File: src/hw/rtl/dba_pkg.sv
// shared types, codes and defaults for the dual bitmap allocator
`timescale 1ns / 1ps
package dba_pkg;

    localparam int WORD_W  = 32;
    localparam int WORD_AW = 5;

    localparam int DEF_INODE_COUNT = 256;
    localparam int DEF_BLOCK_COUNT = 1024;

    typedef logic [1:0] t_action;
    localparam t_action ACT_ALLOC  = 2'd0;
    localparam t_action ACT_FREE   = 2'd1;
    localparam t_action ACT_FORMAT = 2'd2;

    typedef logic [1:0] t_status;
    localparam t_status ST_OK    = 2'd0;
    localparam t_status ST_FULL  = 2'd1;
    localparam t_status ST_RANGE = 2'd2;

    typedef struct packed {
        t_action     action;
        logic        pool;
        logic [9:0]  entry_index;
    } t_cmd;

    typedef struct packed {
        t_status     status;
        logic [16:0] granted;
        logic [8:0]  free_inodes;
        logic [10:0] free_blocks;
    } t_res;

endpackage

File: src/hw/rtl/dba_ram.sv
// generic single-port-write ram with registered read
`timescale 1ns / 1ps
module dba_ram #(
    parameter int WIDTH = 32,
    parameter int DEPTH = 8,
    localparam int AW = (DEPTH > 1) ? $clog2(DEPTH) : 1
) (
    input  logic             i_clk,
    input  logic             i_we,
    input  logic [AW-1:0]    i_waddr,
    input  logic [WIDTH-1:0] i_wdata,
    input  logic [AW-1:0]    i_raddr,
    output logic [WIDTH-1:0] o_rdata
);

    logic [WIDTH-1:0] r_mem [DEPTH];

    always_ff @(posedge i_clk) begin
        if (i_we) begin
            r_mem[i_waddr] <= i_wdata;
        end
        o_rdata <= r_mem[i_raddr];
    end

endmodule

File: src/hw/rtl/dba_ffz.sv
// find-first-zero priority encoder over one map word
`timescale 1ns / 1ps
module dba_ffz
    import dba_pkg::*;
(
    input  logic [WORD_W-1:0]  i_word,
    output logic               o_found,
    output logic [WORD_AW-1:0] o_pos
);

    always_comb begin
        o_found = 1'b0;
        o_pos   = '0;
        for (int i = WORD_W - 1; i >= 0; i--) begin
            if (!i_word[i]) begin
                o_found = 1'b1;
                o_pos   = WORD_AW'(i);
            end
        end
    end

endmodule

File: src/hw/rtl/dual_bitmap_allocator.sv
// top level: inode and data block bitmap pools with first-fit allocation
//
//  channel   ports                         timing
//  -------   ---------------------------   ---------------------------------
//  command   start, busy, i_cmd            taken when start & !busy
//  result    o_done, o_res                 one-cycle strobe, no back-pressure
//  config    i_cfg_we, i_cfg_wdata         data start sector, written at once
//
// allocate scans the chosen map one 32-bit word a cycle, up to its last word.
// free reads the word and writes it back; a range error or unused action is
// answered straight from idle. format and reset run a clearing pass over
// max(inode words, block words) map words (32 by default) with busy high;
// format then returns its word. results cannot be stalled; busy alone holds off commands.
`timescale 1ns / 1ps
module dual_bitmap_allocator
    import dba_pkg::*;
#(
    parameter int INODE_COUNT = DEF_INODE_COUNT,
    parameter int BLOCK_COUNT = DEF_BLOCK_COUNT
) (
    input  logic        i_clk,
    input  logic        i_rst_n,
    input  logic        start,
    output logic        busy,
    input  t_cmd        i_cmd,
    output logic        o_done,
    output t_res        o_res,
    input  logic        i_cfg_we,
    input  logic [15:0] i_cfg_wdata
);

    localparam int IWORDS = (INODE_COUNT + WORD_W - 1) / WORD_W;
    localparam int BWORDS = (BLOCK_COUNT + WORD_W - 1) / WORD_W;
    localparam int IAW    = (IWORDS > 1) ? $clog2(IWORDS) : 1;
    localparam int BAW    = (BWORDS > 1) ? $clog2(BWORDS) : 1;
    localparam int AW     = (IAW > BAW) ? IAW : BAW;
    localparam int MAXW   = (IWORDS > BWORDS) ? IWORDS : BWORDS;
    localparam int ICW    = $clog2(INODE_COUNT + 1);
    localparam int BCW    = $clog2(BLOCK_COUNT + 1);
    localparam int ITAIL  = INODE_COUNT % WORD_W;
    localparam int BTAIL  = BLOCK_COUNT % WORD_W;
    localparam logic [WORD_W-1:0] ITAIL_MASK =
        (ITAIL == 0) ? '0 : ({WORD_W{1'b1}} << ITAIL);
    localparam logic [WORD_W-1:0] BTAIL_MASK =
        (BTAIL == 0) ? '0 : ({WORD_W{1'b1}} << BTAIL);

    typedef enum logic [1:0] {
        S_CLEAR,
        S_IDLE,
        S_ALLOC,
        S_FREE
    } t_state;

    t_state             r_state;
    logic [AW-1:0]      r_addr;
    logic [AW-1:0]      r_daddr;
    logic               r_dv;
    logic               r_pool;
    logic [WORD_AW-1:0] r_bit;
    logic               r_fmt;
    logic [ICW-1:0]     r_icnt;
    logic [BCW-1:0]     r_bcnt;
    logic [15:0]        r_sector;
    logic [ICW-1:0]     n_icnt;
    logic [BCW-1:0]     n_bcnt;
    logic               n_done;

    logic [WORD_W-1:0]  i_rdata;
    logic [WORD_W-1:0]  b_rdata;
    logic [WORD_W-1:0]  dout;
    logic [WORD_W-1:0]  scan_word;
    logic               is_last;
    logic               found;
    logic [WORD_AW-1:0] pos;
    logic               i_we;
    logic               b_we;
    logic [AW-1:0]      w_addr;
    logic [WORD_W-1:0]  w_data;
    logic [31:0]        grant_idx;
    logic               cmd_range;

    assign busy = (r_state != S_IDLE);

    assign dout      = r_pool ? b_rdata : i_rdata;
    assign is_last   = r_pool ? (r_daddr == AW'(BWORDS - 1)) : (r_daddr == AW'(IWORDS - 1));
    assign scan_word = dout | (is_last ? (r_pool ? BTAIL_MASK : ITAIL_MASK) : '0);
    assign grant_idx = 32'({r_daddr, pos}) + (r_pool ? 32'(r_sector) : 32'd0);
    assign cmd_range = i_cmd.pool ? (32'(i_cmd.entry_index) >= 32'(BLOCK_COUNT))
                                  : (32'(i_cmd.entry_index) >= 32'(INODE_COUNT));

    dba_ffz u_ffz (
        .i_word  (scan_word),
        .o_found (found),
        .o_pos   (pos)
    );

    dba_ram #(
        .WIDTH (WORD_W),
        .DEPTH (IWORDS)
    ) u_inode_map (
        .i_clk   (i_clk),
        .i_we    (i_we),
        .i_waddr (w_addr[IAW-1:0]),
        .i_wdata (w_data),
        .i_raddr (r_addr[IAW-1:0]),
        .o_rdata (i_rdata)
    );

    dba_ram #(
        .WIDTH (WORD_W),
        .DEPTH (BWORDS)
    ) u_block_map (
        .i_clk   (i_clk),
        .i_we    (b_we),
        .i_waddr (w_addr[BAW-1:0]),
        .i_wdata (w_data),
        .i_raddr (r_addr[BAW-1:0]),
        .o_rdata (b_rdata)
    );

    always_comb begin
        w_addr = r_daddr;
        w_data = dout;
        i_we   = 1'b0;
        b_we   = 1'b0;
        n_icnt = r_icnt;
        n_bcnt = r_bcnt;
        n_done = 1'b0;
        case (r_state)
            S_CLEAR: begin
                w_addr = r_addr;
                w_data = '0;
                i_we   = (32'(r_addr) < 32'(IWORDS));
                b_we   = (32'(r_addr) < 32'(BWORDS));
                n_done = r_fmt && (r_addr == AW'(MAXW - 1));
            end
            S_IDLE: begin
                if (start) begin
                    case (i_cmd.action)
                        ACT_ALLOC: begin
                        end
                        ACT_FREE: begin
                            n_done = cmd_range;
                        end
                        ACT_FORMAT: begin
                            n_icnt = ICW'(INODE_COUNT);
                            n_bcnt = BCW'(BLOCK_COUNT);
                        end
                        default: begin
                            n_done = 1'b1;
                        end
                    endcase
                end
            end
            S_ALLOC: begin
                w_data = dout | (WORD_W'(1) << pos);
                n_done = r_dv && (found || is_last);
                if (r_dv && found) begin
                    i_we = !r_pool;
                    b_we = r_pool;
                    if (r_pool) begin
                        n_bcnt = r_bcnt - BCW'(1);
                    end else begin
                        n_icnt = r_icnt - ICW'(1);
                    end
                end
            end
            S_FREE: begin
                w_data = dout & ~(WORD_W'(1) << r_bit);
                n_done = r_dv;
                if (r_dv) begin
                    i_we = !r_pool;
                    b_we = r_pool;
                    if (dout[r_bit]) begin
                        if (r_pool) begin
                            n_bcnt = r_bcnt + BCW'(1);
                        end else begin
                            n_icnt = r_icnt + ICW'(1);
                        end
                    end
                end
            end
            default: begin
            end
        endcase
    end

    always_ff @(posedge i_clk) begin
        if (!i_rst_n) begin
            r_state  <= S_CLEAR;
            r_addr   <= '0;
            r_dv     <= 1'b0;
            r_fmt    <= 1'b0;
            r_icnt   <= ICW'(INODE_COUNT);
            r_bcnt   <= BCW'(BLOCK_COUNT);
            r_sector <= '0;
            o_done   <= 1'b0;
        end else begin
            o_done             <= n_done;
            o_res.free_inodes  <= 9'(n_icnt);
            o_res.free_blocks  <= 11'(n_bcnt);
            r_icnt             <= n_icnt;
            r_bcnt             <= n_bcnt;
            if (i_cfg_we) begin
                r_sector <= i_cfg_wdata;
            end
            case (r_state)
                S_CLEAR: begin
                    r_addr <= r_addr + AW'(1);
                    if (r_addr == AW'(MAXW - 1)) begin
                        r_state <= S_IDLE;
                        if (r_fmt) begin
                            o_res.status  <= ST_OK;
                            o_res.granted <= '0;
                        end
                        r_fmt <= 1'b0;
                    end
                end
                S_IDLE: begin
                    if (start) begin
                        r_pool <= i_cmd.pool;
                        r_bit  <= i_cmd.entry_index[WORD_AW-1:0];
                        r_dv   <= 1'b0;
                        case (i_cmd.action)
                            ACT_ALLOC: begin
                                r_addr  <= '0;
                                r_state <= S_ALLOC;
                            end
                            ACT_FREE: begin
                                if (cmd_range) begin
                                    o_res.status  <= ST_RANGE;
                                    o_res.granted <= '0;
                                end else begin
                                    r_addr  <= AW'(i_cmd.entry_index >> WORD_AW);
                                    r_state <= S_FREE;
                                end
                            end
                            ACT_FORMAT: begin
                                r_addr  <= '0;
                                r_fmt   <= 1'b1;
                                r_state <= S_CLEAR;
                            end
                            default: begin
                                o_res.status  <= ST_OK;
                                o_res.granted <= '0;
                            end
                        endcase
                    end
                end
                S_ALLOC: begin
                    r_daddr <= r_addr;
                    r_addr  <= r_addr + AW'(1);
                    r_dv    <= 1'b1;
                    if (r_dv) begin
                        if (found) begin
                            o_res.status  <= ST_OK;
                            o_res.granted <= grant_idx[16:0];
                            r_state       <= S_IDLE;
                        end else if (is_last) begin
                            o_res.status  <= ST_FULL;
                            o_res.granted <= '0;
                            r_state       <= S_IDLE;
                        end
                    end
                end
                S_FREE: begin
                    r_daddr <= r_addr;
                    r_dv    <= 1'b1;
                    if (r_dv) begin
                        o_res.status  <= ST_OK;
                        o_res.granted <= '0;
                        r_state       <= S_IDLE;
                    end
                end
                default: begin
                    r_state <= S_IDLE;
                end
            endcase
        end
    end

endmodule
File: config.mk
export PLATFORM = sky130hd
export DESIGN_NAME = dual_bitmap_allocator
export DESIGN_NICKNAME = d
export VERILOG_FILES = /design/src/hw/rtl/dba_pkg.sv /design/src/hw/rtl/dba_ram.sv /design/src/hw/rtl/dba_ffz.sv /design/src/hw/rtl/dual_bitmap_allocator.sv
export SDC_FILE = /design/constraint.sdc
export NUM_CORES = 2
export LEC_CHECK = 0
export BUFFER_PORTS_ARGS = -buffer_cell sky130_fd_sc_hd__buf_2
export CORE_MARGIN = 8
export CORE_UTILIZATION = 36
export CTS_BUF_LIST = sky130_fd_sc_hd__clkbuf_8
export DETAILED_ROUTE_END_ITERATION = 6
export PLACE_DENSITY = 0.46
export RECOVER_POWER = 25
export SYNTH_ARGS = -nofsm -noshare
export SYNTH_HDL_FRONTEND = slang
export SYNTH_SLANG_ARGS = --single-unit
File: constraint.sdc
create_clock -name i_clk -period 6 [get_ports i_clk]
set_input_delay 1.5 -clock i_clk [delete_from_list [all_inputs] [get_ports i_clk]]
set_output_delay 1.5 -clock i_clk [all_outputs]
set_load 0.03 [all_outputs]
==> results.txt <==
The run finished, with violations left. The checks that failed: capacitance limit, slew limit. The final critical delay including setup and external delays is around 5.2 ns.

Clock skew on the completed layout was measured at 0.04197 ns. The worst register-to-register path ends at u_block_map.r_mem[9][11]$_DFFE_PP_. The final hold violation count is 0.

The layout overhead on the synthesized area is 13.99%. TritonCTS built the clock tree. The H-tree level count is 4. The via count of the first global-routing pass came out at 32120. The deepest clock path buffer count came out at 3. The most numerous cell on the critical path is sky130_fd_sc_hd__nand2_1. The cell type contributing the most total cell area after synthesis is sky130_fd_sc_hd__edfxtp_1. The remaining design rule violation count came out at 0. Once placement completed, the tool counted placed cells totaling around 5200. The half-perimeter wire length of the detailed placement result came out at 99.84 mm. The floorplan step defined a die boundary enclosing 0.1746 sq mm. For the pin with the worst max-slew slack, the measured transition is 2.762 ns.

The number of hold-repair buffers added at the cts stage is 0. The total length of routed met2 wires came out at 79.84 mm. The worst voltage drop across the vdd grid is slightly below 0.3 mV. The flip-flop cell with the highest count after synthesis is sky130_fd_sc_hd__edfxtp_1.

Walking the worst path, the cells encountered are buf_12 > buf_4 > nand3_1 > a22oi_1 > nand2_1 > nor2_1 > nand2_1 > o21ai_0 > clkbuf_1. The fraction of layout cells with a size suffix above 1 is 25.84%. The wire length of the first global-routing pass is about 240 mm. The number of clock sinks seen by CTS came out at 1440. In this run the static leakage power is 0.02139 uW. The number of routed nets with antenna violations is 0. STA classifies the critical path endpoint as a register. The highest achievable clock rate is 191.0 MHz. The count of different cell masters after synthesis is 93. At the end of the flow, the number of nets in the layout was 3352.

The path type of the worst min-delay path is register to register. In this run, synthesis produced a sequential element count of 1440. The insertion delay to the later sink of the worst-skew pair came out at 0.92 ns. The placer's final routability congestion estimate is 0.8845. After clock tree synthesis, the clock-pin slew on the worst setup and hold paths is 0.06 ns. By count the netlist is led by sky130_fd_sc_hd__edfxtp_1 (1330), sky130_fd_sc_hd__mux4_2 (388), sky130_fd_sc_hd__nand2_1 (185). The cell area after placement came out at 0.06175 sq mm.

The launching point of the worst reg2reg path is r_pool$_DFFE_PP_. For this run, the share of the core covered by cells in the final layout is 41.31%. The detail-routed net length per standard cell is 28.78 um. The quantity of I/O buffers inserted on ports is 73. The highest metal layer with signal wires is met4. The count of cells along the worst register-to-register path is 9. The detailed router put a total of between 70 and 80 mm of wire on met1. The finished cells cover approximately 0.066 sq mm. The Yosys step of the flow raised 0 warnings. The aggregate negative setup slack came out at 0 ns. For hold timing, the worst endpoint is r_sector[8]$_SDFFE_PN0P_. The number of instances in the synthesized netlist is approximately 3100.

The met3 routed wirelength came out at 6.971 mm. The launching element type of the critical path is a register. For the worst setup path, the data required time is 6.41 ns.

The flop-to-flop setup slack is 0.76 ns. The die boundary height is 417.8 um. The all-layer global routing usage came out at 18.40%. The maximum number of pins on one net before global-route repair is 109. The total of endpoints with negative setup slack in the final report is 0. The area of the mapped netlist is just under 0.06 sq mm. The fraction of synthesis flops using an asynchronous set or reset pin came out at 0%. The total count of max-transition violations in the final report is 702. The tree is rooted in a sky130_fd_sc_hd__clkbuf_8. By area the synthesized netlist is led by sky130_fd_sc_hd__edfxtp_1 (69%), sky130_fd_sc_hd__mux4_2 (15%), sky130_fd_sc_hd__dfxtp_1 (3.8%), sky130_fd_sc_hd__nand2_1 (1.2%), sky130_fd_sc_hd__mux2i_1 (0.93%). The floorplan die width is 417.8 um. The max-slew headroom at the worst pin came out at -84.13%. The final non-filler cell total came out at 5670. Among all cell types in the netlist, the one instantiated most often is sky130_fd_sc_hd__edfxtp_1. The worst hold path begins at r_sector[8]$_SDFFE_PN0P_. The maximum fanout count along the critical path came out at 86. Data on the critical path arrives at its endpoint at 5.65 ns.

The net count of the mapped netlist came out at 3114. The worst hold path was traced through 2 stages. The average vias per placed instance came out at 5.420. The total I/O pin count is 74. After detailed routing, the total wire length is roughly 160 mm. The fraction of synthesized cell area taken by the top area cell type came out at 68.71%. The number of buffers created by CTS is 235. Setup repair after global routing left no endpoint under its margin. Row generation in the floorplan step produced 147 rows. The initial antenna violation count is 8. The number of iterations in the first detailed-routing pass is 5.

The post-cts repair resize count came out at 0. The final period utilization came out at about 87%. Sequential cells were found to cover ~72% of the synthesized design area.

The ratio of total power to cell area came out at 435.6 mW/mm^2. The area of the core is between 0.15 and 0.2 sq mm. The initial core utilization came out at around 36%. The number of setup buffers added after CTS is 0. After the first detailed-routing iteration, the DRC count stood at 2745.

The total via count after detailed routing is a little over 30000. In this design, the stage delay of the slowest critical-path cell is 1.47 ns. Overall power consumption after layout is estimated at 28870 uW. The number of synthesized flops with an enable pin came out at 1330. The total grt overflow is 0. The number of max-cap violations came out at 18. The average footprint of a synthesized cell came out at 19.00 sq um. The critical path in this run is classified as register to register. For this design, the slowest cell found on the critical path is sky130_fd_sc_hd__clkbuf_1.
==> state kept, by name, indices dropped and copies added (netlist names), 5 cells and up <==
signal               cells
r_daddr                  5
r_icnt                   9
r_addr                   5
u_block_map.r_mem     1024
r_bit                    5
r_sector                16
o_res                   39
u_inode_map.r_mem      256
u_block_map.o_rdata     32
u_inode_map.o_rdata     32
r_bcnt                  11
==> report_power, final <==
group | total, uW | switching (uW) | internal [uW]
combinational | 7230 | 4360 | 2870
sequential | 13200 | 749 | 12400
clock | 8440 | 4010 | 4430
==> worst max path at each step <==
stage | startpoint | endpoint | slack [ns] | cells past startpoint
finish | r_pool$_DFFE_PP_ | u_block_map.r_mem[9][11]$_DFFE_PP_ | 0.76 | 9
global route | r_pool$_DFFE_PP_ | u_inode_map.r_mem[3][11]$_DFFE_PP_ | 0.51 | 9
CTS | r_pool$_DFFE_PP_ | o_res[32]$_DFFE_PP_ | 1.19 | 15
detailed placement | r_pool$_DFFE_PP_ | o_res[31]$_DFFE_PP_ | 1.20 | 15
global placement | r_pool$_DFFE_PP_ | o_res[30]$_DFFE_PP_ | 1.20 | 16
floorplan | r_pool$_DFFE_PP_ | u_block_map.r_mem[0][28]$_DFFE_PP_ | 1.46 | 10
==> final cells by class <==
type                       instances  area [sq um]
fill                           14470         94120
sequential                      1440         42140
multi-input combinational       1409         15500
clock buffer                     249          3427
tap                             2160          2703
clock inverter                   192          1265
timing repair buffer             165          1023
inverter                          47         176.4
antenna                            8         20.02
==> metal layers <==
metal  GRT usage [%]  vias up
li1                -    13150
met1           25.24    16450
met2           30.75      850
met3           2.946      288
met4           4.673        0
met5               0        -
==> cells by family (layout without fill, tap and decap cells) <==
group	count (synthesis)	count (layout)	synth area share, %
DFF	1440	1440	72.50
other	0	8	0
AOI/OAI and AO/OA	361	361	4.316
and+or+nand+nor	543	543	4.512
muxes	477	477	16.64
buffers and inverters	211	653	1.466
xor gates and xnor gates	7	7	0.1055
adders and majority gates	21	21	0.4649
==> cell usage in the layout, fill, tap and decap left out, types with 9 or more instances in the layout <==
master	Yosys	routed
sky130_fd_sc_hd__a21o_1	10	10
sky130_fd_sc_hd__ha_1	20	20
sky130_fd_sc_hd__nand2_1	185	185
sky130_fd_sc_hd__inv_1	45	106
sky130_fd_sc_hd__mux2i_1	54	54
sky130_fd_sc_hd__a21oi_1	59	60
sky130_fd_sc_hd__buf_2	6	29
sky130_fd_sc_hd__clkinv_1	1	71
sky130_fd_sc_hd__a211oi_1	10	11
sky130_fd_sc_hd__o21ai_0	92	85
sky130_fd_sc_hd__bufinv_16	0	13
sky130_fd_sc_hd__o21ai_2	3	12
sky130_fd_sc_hd__nand4_1	9	9
sky130_fd_sc_hd__a22oi_1	17	17
sky130_fd_sc_hd__nor2_4	0	40
sky130_fd_sc_hd__mux2_1	0	17
sky130_fd_sc_hd__nand3b_1	18	18
sky130_fd_sc_hd__edfxtp_1	1330	1330
sky130_fd_sc_hd__dfxtp_1	110	109
sky130_fd_sc_hd__a221o_1	15	15
sky130_fd_sc_hd__clkinv_2	0	32
sky130_fd_sc_hd__nor2b_1	10	10
sky130_fd_sc_hd__nor2_1	127	88
sky130_fd_sc_hd__nand2b_1	17	17
sky130_fd_sc_hd__a31oi_1	21	21
sky130_fd_sc_hd__mux4_2	388	388
sky130_fd_sc_hd__mux2_2	35	18
sky130_fd_sc_hd__clkbuf_8	0	249
sky130_fd_sc_hd__nor3_1	23	23
sky130_fd_sc_hd__and3_1	17	17
sky130_fd_sc_hd__buf_4	4	71
sky130_fd_sc_hd__clkbuf_1	103	58
sky130_fd_sc_hd__o211ai_1	17	17
sky130_fd_sc_hd__nand3_1	63	63
sky130_fd_sc_hd__and2_1	22	21
==> metrics by stage <==
step	setup WS, ns	hold slack, ns
5_1_grt	0.5145	0.5391
3_3_place_gp	1.200	0.4530
3_5_place_dp	1.196	0.4561
4_1_cts	1.194	0.4651
2_1_floorplan	1.462	0.4064
6_report	0.7637	0.5066
==> critical path, delay by kind of cell (launching register included) <==
| family | cells | cell delay (ns) |
|---|---|---|
| and+or+nand+nor | 4 | 1.16 |
| DFF | 1 | 0.37 |
| buffers and inverters | 3 | 2.24 |
| AOI/OAI and AO/OA | 2 | 0.83 |
Power figures use the tool's default switching activity.
